$ cat config.mk
export PLATFORM = sky130hd
export DESIGN_NAME = rational_arith_reduce
export DESIGN_NICKNAME = d
export VERILOG_FILES = /design/src/rtl/core/rar_pkg.sv /design/src/rtl/core/rational_arith_reduce.sv /design/src/rtl/core/rar_div.sv
export SDC_FILE = /design/constraint.sdc
export NUM_CORES = 2
export LEC_CHECK = 0
export ABC_AREA = 0
export BUFFER_PORTS_ARGS = -buffer_cell sky130_fd_sc_hd__buf_2
export CAP_MARGIN = 20
export CORE_ASPECT_RATIO = 1.25
export CORE_UTILIZATION = 35
export DETAILED_ROUTE_END_ITERATION = 7
export GPL_ROUTABILITY_DRIVEN = 0
export PLACE_DENSITY = 0.62
export SYNTH_ARGS = -nofsm -noshare
export SYNTH_HDL_FRONTEND = slang
export SYNTH_SLANG_ARGS = --single-unit
$ cat constraint.sdc
create_clock -name clk -period 8.6 [get_ports clk]
set_input_delay 1.72 -clock clk [delete_from_list [all_inputs] [get_ports clk]]
set_output_delay 1.72 -clock clk [all_outputs]
set_load 0.005 [all_outputs]
$ cat src/rtl/core/rar_pkg.sv
`timescale 1ns / 1ps
// ----------------------------------------------------------------------------
// rar_pkg
// Shared types and constants for the rational arithmetic reduce block.
// ----------------------------------------------------------------------------
package rar_pkg;

	// operand field width, magnitude width of products and sums
	localparam int OP_W  = 16;
	localparam int MAG_W = 2 * OP_W;
	localparam int NUM_W = 33;
	localparam int DEN_W = 31;
	localparam int K_W   = $clog2(MAG_W + 1);

	typedef enum logic [1:0] {
		MODE_ADD = 2'd0,
		MODE_SUB = 2'd1,
		MODE_MUL = 2'd2,
		MODE_DIV = 2'd3
	} mode_t;

	typedef enum logic [2:0] {
		ST_IDLE,
		ST_MUL,
		ST_SUM,
		ST_ALIGN,
		ST_GCD,
		ST_DIV_NUM,
		ST_DIV_DEN,
		ST_OUT
	} state_t;

	typedef struct packed {
		mode_t                  mode;
		logic signed [OP_W-1:0] a_num;
		logic signed [OP_W-1:0] a_den;
		logic signed [OP_W-1:0] b_num;
		logic signed [OP_W-1:0] b_den;
	} req_t;

	typedef struct packed {
		logic signed [NUM_W-1:0] res_num;
		logic [DEN_W-1:0]        res_den;
		logic                    status;
	} rsp_t;

endpackage

$ cat src/rtl/core/rational_arith_reduce.sv
`timescale 1ns / 1ps
// ----------------------------------------------------------------------------
// rational_arith_reduce
// Adds, subtracts, multiplies or divides two signed fractions and reduces
// the result to lowest terms with a binary gcd and a serial divider.
//
//   channel  dir  handshake             payload
//   req      in   req_valid/req_stall   rar_pkg::req_t
//   rsp      out  rsp_valid/rsp_stall   rar_pkg::rsp_t
//
// One beat at a time: two or three products on the shared multiplier, a sum
// step, removal of common twos, binary gcd steps, then two divisions by the
// gcd, one cycle per bit.
// Zero denominators and zero numerators skip the gcd and the divisions.
// req_stall is high from accept until the result beat is taken.
// Reset returns the sequencer to idle and drops rsp_valid.
// ----------------------------------------------------------------------------
module rational_arith_reduce (
	input  logic          clk,
	input  logic          arst_n,
	input  logic          req_valid,
	output logic          req_stall,
	input  rar_pkg::req_t req,
	output logic          rsp_valid,
	input  logic          rsp_stall,
	output rar_pkg::rsp_t rsp
);

	localparam int OW = rar_pkg::OP_W;
	localparam int MW = rar_pkg::MAG_W;
	localparam int NW = rar_pkg::NUM_W;
	localparam int DW = rar_pkg::DEN_W;
	localparam int KW = rar_pkg::K_W;

	rar_pkg::state_t state_q, state_d;

	rar_pkg::mode_t mode_q;
	logic [OW-1:0]  an_q, ad_q, bn_q, bd_q;
	logic           an_neg_q, ad_neg_q, bn_neg_q, bd_neg_q;
	logic [1:0]     step_q;
	logic [MW-1:0]  p_mag_q [3];
	logic           p_neg_q [3];
	logic [MW-1:0]  num_q, den_q, x_q, y_q, g_q, nm_q;
	logic           neg_q;
	logic [KW-1:0]  k_q;
	rar_pkg::rsp_t  rsp_q;
	logic           rsp_valid_q;

	logic          accept;
	logic          den_zero_in;
	logic [OW-1:0] an_mag, ad_mag, bn_mag, bd_mag;
	logic [OW-1:0] mul_x, mul_y;
	logic          mul_xs, mul_ys;
	logic [MW-1:0] prod;
	logic          last_step;
	logic [MW-1:0] t_mag, sum_mag, den_mag;
	logic          t_neg, sum_neg, den_neg;
	logic [MW-1:0] gdiff;
	logic [MW-1:0] g_comb;
	logic          div_start;
	logic [MW-1:0] div_dividend, div_divisor, div_quo;
	logic          div_done;
	logic [NW-1:0] num_ext;

	// operand magnitudes
	assign an_mag = req.a_num[OW-1] ? OW'(-req.a_num) : OW'(req.a_num);
	assign ad_mag = req.a_den[OW-1] ? OW'(-req.a_den) : OW'(req.a_den);
	assign bn_mag = req.b_num[OW-1] ? OW'(-req.b_num) : OW'(req.b_num);
	assign bd_mag = req.b_den[OW-1] ? OW'(-req.b_den) : OW'(req.b_den);
	assign den_zero_in = (ad_mag == '0) || (bd_mag == '0);

	assign accept = req_valid && !req_stall;

	// shared multiplier operand select
	always_comb begin
		mul_x  = (step_q == 2'd0) ? an_q : ad_q;
		mul_xs = (step_q == 2'd0) ? an_neg_q : ad_neg_q;
		if (step_q == 2'd2) begin
			mul_y  = bd_q;
			mul_ys = bd_neg_q;
		end else if ((step_q == 2'd0) == (mode_q == rar_pkg::MODE_MUL)) begin
			mul_y  = bn_q;
			mul_ys = bn_neg_q;
		end else begin
			mul_y  = bd_q;
			mul_ys = bd_neg_q;
		end
	end
	assign prod = MW'(mul_x) * MW'(mul_y);
	assign last_step = (mode_q == rar_pkg::MODE_MUL || mode_q == rar_pkg::MODE_DIV) ?
		(step_q == 2'd1) : (step_q == 2'd2);

	// signed magnitude sum of the cross products for add and subtract; multiply and divide pass the first product through
	always_comb begin
		t_mag   = p_mag_q[1];
		t_neg   = p_neg_q[1] ^ ((mode_q == rar_pkg::MODE_SUB) && (p_mag_q[1] != '0));
		sum_mag = p_mag_q[0];
		sum_neg = p_neg_q[0];
		den_mag = p_mag_q[1];
		den_neg = p_neg_q[1];
		if (mode_q == rar_pkg::MODE_ADD || mode_q == rar_pkg::MODE_SUB) begin
			den_mag = p_mag_q[2];
			den_neg = p_neg_q[2];
			if (p_neg_q[0] == t_neg) begin
				sum_mag = p_mag_q[0] + t_mag;
				sum_neg = p_neg_q[0];
			end else if (p_mag_q[0] >= t_mag) begin
				sum_mag = p_mag_q[0] - t_mag;
				sum_neg = p_neg_q[0];
			end else begin
				sum_mag = t_mag - p_mag_q[0];
				sum_neg = t_neg;
			end
			if (sum_mag == '0) begin
				sum_neg = 1'b0;
			end
		end
	end

	// gcd step unit: compare and subtract, and gcd with common twos restored
	assign gdiff  = (x_q > y_q) ? (x_q - y_q) : (y_q - x_q);
	assign g_comb = x_q << k_q;

	// divider feed: numerator first, then denominator
	assign div_start    = ((state_q == rar_pkg::ST_GCD) && (x_q == y_q)) ||
		((state_q == rar_pkg::ST_DIV_NUM) && div_done);
	assign div_dividend = (state_q == rar_pkg::ST_GCD) ? num_q : den_q;
	assign div_divisor  = (state_q == rar_pkg::ST_GCD) ? g_comb : g_q;

	rar_div #(
		.WIDTH(MW)
	) u_div (
		.clk      (clk),
		.arst_n   (arst_n),
		.start    (div_start),
		.dividend (div_dividend),
		.divisor  (div_divisor),
		.quotient (div_quo),
		.done     (div_done)
	);

	assign num_ext = NW'(nm_q);

	// state register
	always_ff @(posedge clk or negedge arst_n) begin
		if (!arst_n) begin
			state_q <= rar_pkg::ST_IDLE;
		end else begin
			state_q <= state_d;
		end
	end

	// next state and handshake
	always_comb begin
		state_d   = state_q;
		req_stall = 1'b1;
		unique case (state_q)
			rar_pkg::ST_IDLE: begin
				req_stall = 1'b0;
				if (req_valid) begin
					state_d = den_zero_in ? rar_pkg::ST_OUT : rar_pkg::ST_MUL;
				end
			end
			rar_pkg::ST_MUL: begin
				if (last_step) begin
					state_d = rar_pkg::ST_SUM;
				end
			end
			rar_pkg::ST_SUM: begin
				if (den_mag == '0 || sum_mag == '0) begin
					state_d = rar_pkg::ST_OUT;
				end else begin
					state_d = rar_pkg::ST_ALIGN;
				end
			end
			rar_pkg::ST_ALIGN: begin
				if (x_q[0] || y_q[0]) begin
					state_d = rar_pkg::ST_GCD;
				end
			end
			rar_pkg::ST_GCD: begin
				if (x_q == y_q) begin
					state_d = rar_pkg::ST_DIV_NUM;
				end
			end
			rar_pkg::ST_DIV_NUM: begin
				if (div_done) begin
					state_d = rar_pkg::ST_DIV_DEN;
				end
			end
			rar_pkg::ST_DIV_DEN: begin
				if (div_done) begin
					state_d = rar_pkg::ST_OUT;
				end
			end
			rar_pkg::ST_OUT: begin
				if (!rsp_stall) begin
					state_d = rar_pkg::ST_IDLE;
				end
			end
			default: state_d = rar_pkg::ST_IDLE;
		endcase
	end

	// result valid flag and multiplier step counter
	always_ff @(posedge clk or negedge arst_n) begin
		if (!arst_n) begin
			rsp_valid_q <= 1'b0;
			step_q      <= '0;
		end else begin
			if (state_d == rar_pkg::ST_OUT && state_q != rar_pkg::ST_OUT) begin
				rsp_valid_q <= 1'b1;
			end else if (rsp_valid_q && !rsp_stall) begin
				rsp_valid_q <= 1'b0;
			end
			if (state_q == rar_pkg::ST_MUL && !last_step) begin
				step_q <= step_q + 2'd1;
			end else begin
				step_q <= '0;
			end
		end
	end

	// datapath registers
	always_ff @(posedge clk) begin
		unique case (state_q)
			rar_pkg::ST_IDLE: begin
				if (accept) begin
					mode_q   <= req.mode;
					an_q     <= an_mag;
					ad_q     <= ad_mag;
					bn_q     <= bn_mag;
					bd_q     <= bd_mag;
					an_neg_q <= req.a_num[OW-1];
					ad_neg_q <= req.a_den[OW-1];
					bn_neg_q <= req.b_num[OW-1];
					bd_neg_q <= req.b_den[OW-1];
					rsp_q    <= '{res_num: '0, res_den: '0, status: 1'b1};
				end
			end
			rar_pkg::ST_MUL: begin
				p_mag_q[step_q] <= prod;
				p_neg_q[step_q] <= (mul_xs ^ mul_ys) && (prod != '0);
			end
			rar_pkg::ST_SUM: begin
				num_q <= sum_mag;
				den_q <= den_mag;
				x_q   <= sum_mag;
				y_q   <= den_mag;
				neg_q <= sum_neg ^ den_neg;
				k_q   <= '0;
				if (den_mag == '0) begin
					rsp_q <= '{res_num: '0, res_den: '0, status: 1'b1};
				end else begin
					rsp_q <= '{res_num: '0, res_den: DW'(1), status: 1'b0};
				end
			end
			rar_pkg::ST_ALIGN: begin
				if (!x_q[0] && !y_q[0]) begin
					x_q <= x_q >> 1;
					y_q <= y_q >> 1;
					k_q <= k_q + 1'b1;
				end
			end
			rar_pkg::ST_GCD: begin
				if (x_q == y_q) begin
					g_q <= g_comb;
				end else if (!x_q[0]) begin
					x_q <= x_q >> 1;
				end else if (!y_q[0]) begin
					y_q <= y_q >> 1;
				end else if (x_q > y_q) begin
					x_q <= gdiff >> 1;
				end else begin
					y_q <= gdiff >> 1;
				end
			end
			rar_pkg::ST_DIV_NUM: begin
				if (div_done) begin
					nm_q <= div_quo;
				end
			end
			rar_pkg::ST_DIV_DEN: begin
				if (div_done) begin
					rsp_q.res_num <= neg_q ? -num_ext : num_ext;
					rsp_q.res_den <= DW'(div_quo);
					rsp_q.status  <= 1'b0;
				end
			end
			rar_pkg::ST_OUT: begin
			end
			default: begin
			end
		endcase
	end

	assign rsp_valid = rsp_valid_q;
	assign rsp       = rsp_q;

	// one result beat per item, then the beat is gone
	a_one_beat: assert property (@(posedge clk) disable iff (!arst_n)
		rsp_valid && !rsp_stall |=> !rsp_valid)
		else $error("result beat repeated");

	// no new item while one is in flight
	a_busy: assert property (@(posedge clk) disable iff (!arst_n)
		req_valid && !req_stall |=> req_stall)
		else $error("input taken while busy");

	// an ok result always has a nonzero denominator
	a_den_ok: assert property (@(posedge clk) disable iff (!arst_n)
		rsp_valid && !rsp.status |-> rsp.res_den != '0)
		else $error("zero denominator with ok status");

	// an error result is all zero
	a_err_zero: assert property (@(posedge clk) disable iff (!arst_n)
		rsp_valid && rsp.status |-> rsp.res_num == '0 && rsp.res_den == '0)
		else $error("error result not cleared");

	// divider finishes only while the sequencer waits for it
	a_div_done: assert property (@(posedge clk) disable iff (!arst_n)
		div_done |-> state_q == rar_pkg::ST_DIV_NUM || state_q == rar_pkg::ST_DIV_DEN)
		else $error("divider done out of sequence");

endmodule

$ cat src/rtl/core/rar_div.sv
`timescale 1ns / 1ps
// ----------------------------------------------------------------------------
// rar_div
// Restoring unsigned divider, one quotient bit per cycle.
// ----------------------------------------------------------------------------
module rar_div #(
	parameter int WIDTH = 32
) (
	input  logic             clk,
	input  logic             arst_n,
	input  logic             start,
	input  logic [WIDTH-1:0] dividend,
	input  logic [WIDTH-1:0] divisor,
	output logic [WIDTH-1:0] quotient,
	output logic             done
);

	localparam int CW = $clog2(WIDTH + 1);

	logic [WIDTH-1:0] quo_q;
	logic [WIDTH-1:0] rem_q;
	logic [WIDTH-1:0] dvs_q;
	logic [CW-1:0]    cnt_q;
	logic             done_q;
	logic [WIDTH:0]   shifted;
	logic [WIDTH:0]   trial;

	// trial subtract of the divisor from the shifted remainder
	assign shifted = {rem_q, quo_q[WIDTH-1]};
	assign trial   = shifted - {1'b0, dvs_q};

	// control: bit counter and done pulse
	always_ff @(posedge clk or negedge arst_n) begin
		if (!arst_n) begin
			cnt_q  <= '0;
			done_q <= 1'b0;
		end else begin
			done_q <= 1'b0;
			if (start) begin
				cnt_q <= CW'(WIDTH);
			end else if (cnt_q != '0) begin
				cnt_q  <= cnt_q - 1'b1;
				done_q <= (cnt_q == CW'(1));
			end
		end
	end

	// datapath: remainder and quotient shift
	always_ff @(posedge clk) begin
		if (start) begin
			quo_q <= dividend;
			rem_q <= '0;
			dvs_q <= divisor;
		end else if (cnt_q != '0) begin
			if (!trial[WIDTH]) begin
				rem_q <= trial[WIDTH-1:0];
			end else begin
				rem_q <= shifted[WIDTH-1:0];
			end
			quo_q <= {quo_q[WIDTH-2:0], ~trial[WIDTH]};
		end
	end

	assign quotient = quo_q;
	assign done     = done_q;

endmodule

==> metrics.md <==
| Metric | Value |
|---|---|
| Post-Synthesis Cell Area | ~44000 um2 |
| Number of fill cells in the layout | approximately 12000 |
| First-pass DRT Iterations | 7 |
| First-pass GRT wire length | ~200 mm |
| Largest net degree at the start of global routing | slightly above 70 |
| Ratio of cells with drive above 1 in the final layout | ~9.8% |
| DR WL/cell | approximately 20 um |
| Crit path kind | reg2reg |
| Post-layout min period | 8.25 ns |
| Gate count of the mapped netlist | roughly 4600 |
| Gr ovfl total | 0 |
| Vias | ~35000 |
| Post-Syn Area per Cell | 9.59 um2 |
| Tightest Pin Transition | about 1.2 ns |
| Final slew viol count | 0 |
| Port Buffers | around 140 |
| Max_slew headroom | between 20% and 30% |
| Area of the core | roughly 130000 um2 |
| Total Routing Usage GR | between 10% and 20% |
| Asr flop ratio synth | ~2.4% |
| Share of the synthesized area in the top cell type | between 30% and 40% |
| Synth cell types | 93 |
| CP endpoint kind | flip-flop |
| CP Launch Type | flip-flop |
| Synth top cells by count | 497 x edfxtp_1, 497 x inv_1, 461 x nand2_1, 411 x nor2_1, 307 x ha_1 |
| Syn nets | ~5200 |
| Post-DP HPWL | about 100 mm |
| Setup slack after layout | between 0.3 and 0.4 ns |
| Max Buffers Root-to-Sink | 3 |
| Most used cell, CP | fa_1 |
| Final Hold Fails | 0 |
| Post-synth EDFFs | 497 |
| Slowest CP cell | fa_1 |
| Die W | between 300 and 400 um |
| Setup violators final | 0 |
| Vias per cell | around 5.6 |
| Initial DRC count | about 3100 |
| Site row count | around 150 |
| Synth area leaders | edfxtp_1 34%, fa_1 9.1%, ha_1 8.7% |
| CP top delay family | adder cells |
| Crit path max fanout | 16 |
| Clock sink count | around 540 |
| Root buffer cell | clkbuf_16 |
| CTS buffer count | 59 |
| Final Skew | approximately 0.06 ns |
| Pre-CTS setup slack | between 0.03 and 0.04 ns |
| Drt total wl | roughly 130 mm |
| H-tree depth | 2 |
| Number of max-cap violations | 0 |
| Post-route ant nets | 0 |
| Initial Util | 35.3% |
| Yosys top cell by area | edfxtp_1 |
| Vias in the first global route | about 35000 |
| CTS tree | built |
| Run status | complete, no violations |
| Drt drc | 0 |
| Top FF cell, synth | edfxtp_1 |
| Critical Path Max Stage Delay | between 0.5 and 0.6 ns |
| Req. time, crit path | 8.96 ns |
| Initial antenna violation count | 5 |
| #FFs+latches synth | between 500 and 600 |
| Die height | 399 um |
| YS warnings | 0 |
| Die ar. | ~130000 um2 |
| # nets final | between 5000 and 6000 |
| CP bufs+invs | 7 |
| Clock insertion delay at the later pin of the skew report | 0.70 ns |
| Min-Delay Path Class | reg2reg |
| Arr. time, crit path | about 8.6 ns |
| Final Core Density | 39.2% |
| Tcrit/Tclk final | roughly 96% |
| Seq/Total Area, Yosys | around 36% |
| Num ports | ~140 |
| Clock transition at path regs | ~0.060 ns |
| Fmax | roughly 120 MHz |
| Synth-to-Final Area Change | 11.0% |
## logic make-up (layout without fill, tap and decap cells)
| kind of cell | after synthesis | count (layout) | synth area share [%] |
|---|---|---|---|
| compound gates | 1028 | 1028 | 15.2 |
| xor+xnor | 243 | 243 | 4.84 |
| fa+ha+maj | 507 | 507 | 17.8 |
| buf+inv | 716 | 834 | 6.19 |
| flops | 542 | 542 | 36.0 |
| mux | 218 | 218 | 5.87 |
| other cells | 0 | 2 | 0 |
| simple gates | 1350 | 1350 | 14.2 |
## flip-flops by register name, summed over array words and instances (netlist names), 16 cells and up
name / count
y_q: 32
nm_q: 32
p_mag_q: 96
u_div.quotient: 32
den_q: 32
u_div.rem_q: 32
bd_q: 16
g_q: 32
an_q: 16
bn_q: 16
rsp: 65
u_div.dvs_q: 32
x_q: 32
num_q: 32
ad_q: 16
## per-layer routing
| layer | up-vias | track usage (%) | share of wire (%) |
|---|---|---|---|
| li1 | 16400 | - | - |
| met1 | 16900 | 23.7 | 39 |
| met2 | 1485 | 33.7 | 47 |
| met3 | 414 | 3.02 | 7.2 |
| met4 | 6 | 11.6 | 6.6 |
| met5 | - | 0 | 0.023 |
## worst paths after layout
path / to / slack (ns) / cells past startpoint / start
min in group asynchronous: u_div.cnt_q[5] / 0.99 / 1 / arst_n
worst min register to register: step_q[0] / 0.46 / 1 / step_q[0]
worst max-delay path: p_neg_q[0] / 0.35 / 31 / step_q[0]
worst max register to register: p_neg_q[0] / 0.35 / 31 / step_q[0]
worst min-delay path: step_q[0] / 0.46 / 1 / step_q[0]
max in group asynchronous: u_div.cnt_q[1] / 7.29 / 1 / arst_n
## layout by cell type, fill, tap and decap left out, types with 32 or more instances in the layout
| cell type | synthesis | layout |
|---|---|---|
| edfxtp_1 | 497 | 497 |
| inv_1 | 497 | 496 |
| nand2_1 | 461 | 460 |
| nor2_1 | 411 | 406 |
| ha_1 | 307 | 305 |
| a21oi_1 | 262 | 261 |
| o21ai_0 | 220 | 218 |
| fa_1 | 200 | 200 |
| xnor2_1 | 164 | 161 |
| buf_2 | 25 | 136 |
| mux2i_1 | 133 | 128 |
| a21o_1 | 89 | 89 |
| buf_4 | 2 | 81 |
| xor2_1 | 78 | 78 |
| a31oi_1 | 64 | 64 |
| nor3_1 | 66 | 63 |
| clkbuf_16 | 0 | 60 |
| nand3_1 | 56 | 56 |
| o31ai_1 | 50 | 49 |
| nand2b_1 | 48 | 48 |
| and3_1 | 47 | 47 |
| mux2_2 | 55 | 47 |
| nand4_1 | 43 | 43 |
| a22oi_1 | 42 | 42 |
| nor4_1 | 38 | 37 |
| nor2b_1 | 36 | 36 |
| or3_1 | 32 | 32 |
| dfxtp_1 | 32 | 32 |
## final cells by class
type | instances | area (um2) | area share [%]
clock inverters | 36 | 432 | 0.881
repair buffers | 225 | 1460 | 2.98
inverters | 499 | 1870 | 3.83
multi-input cells | 3346 | 25700 | 52.5
well taps | 1617 | 2020 | 4.13
flip-flops and latches | 542 | 15900 | 32.4
diodes | 2 | 5.00 | 0.0102
clock buffers | 74 | 1560 | 3.19
## stage by stage
stage / cells / TNS [ns] / area (um2) / hold slack (ns)
2_1_floorplan: 4604 / 0 / 44200 / 0.429
3_3_place_gp: 6221 / 0 / 46700 / 0.451
3_5_place_dp: 6221 / 0 / 46700 / 0.461
4_1_cts: 6331 / 0 / 48700 / 0.471
5_1_grt: 6339 / -0.0786 / 49000 / 0.491
6_report: 6341 / 0 / 49000 / 0.465
## timing repair
action                                  in CTS  in global routing
setup buffers                                0                  6
hold buffers                                 0                  0
pin swaps                                    0                  2
cloned                                       0                  1
gates resized for setup                      1                 28
endpoints found under the setup margin       3                  9
Power is not shown: default switching activity piles up to over one toggle a cycle in this logic, so the estimate is an artifact.
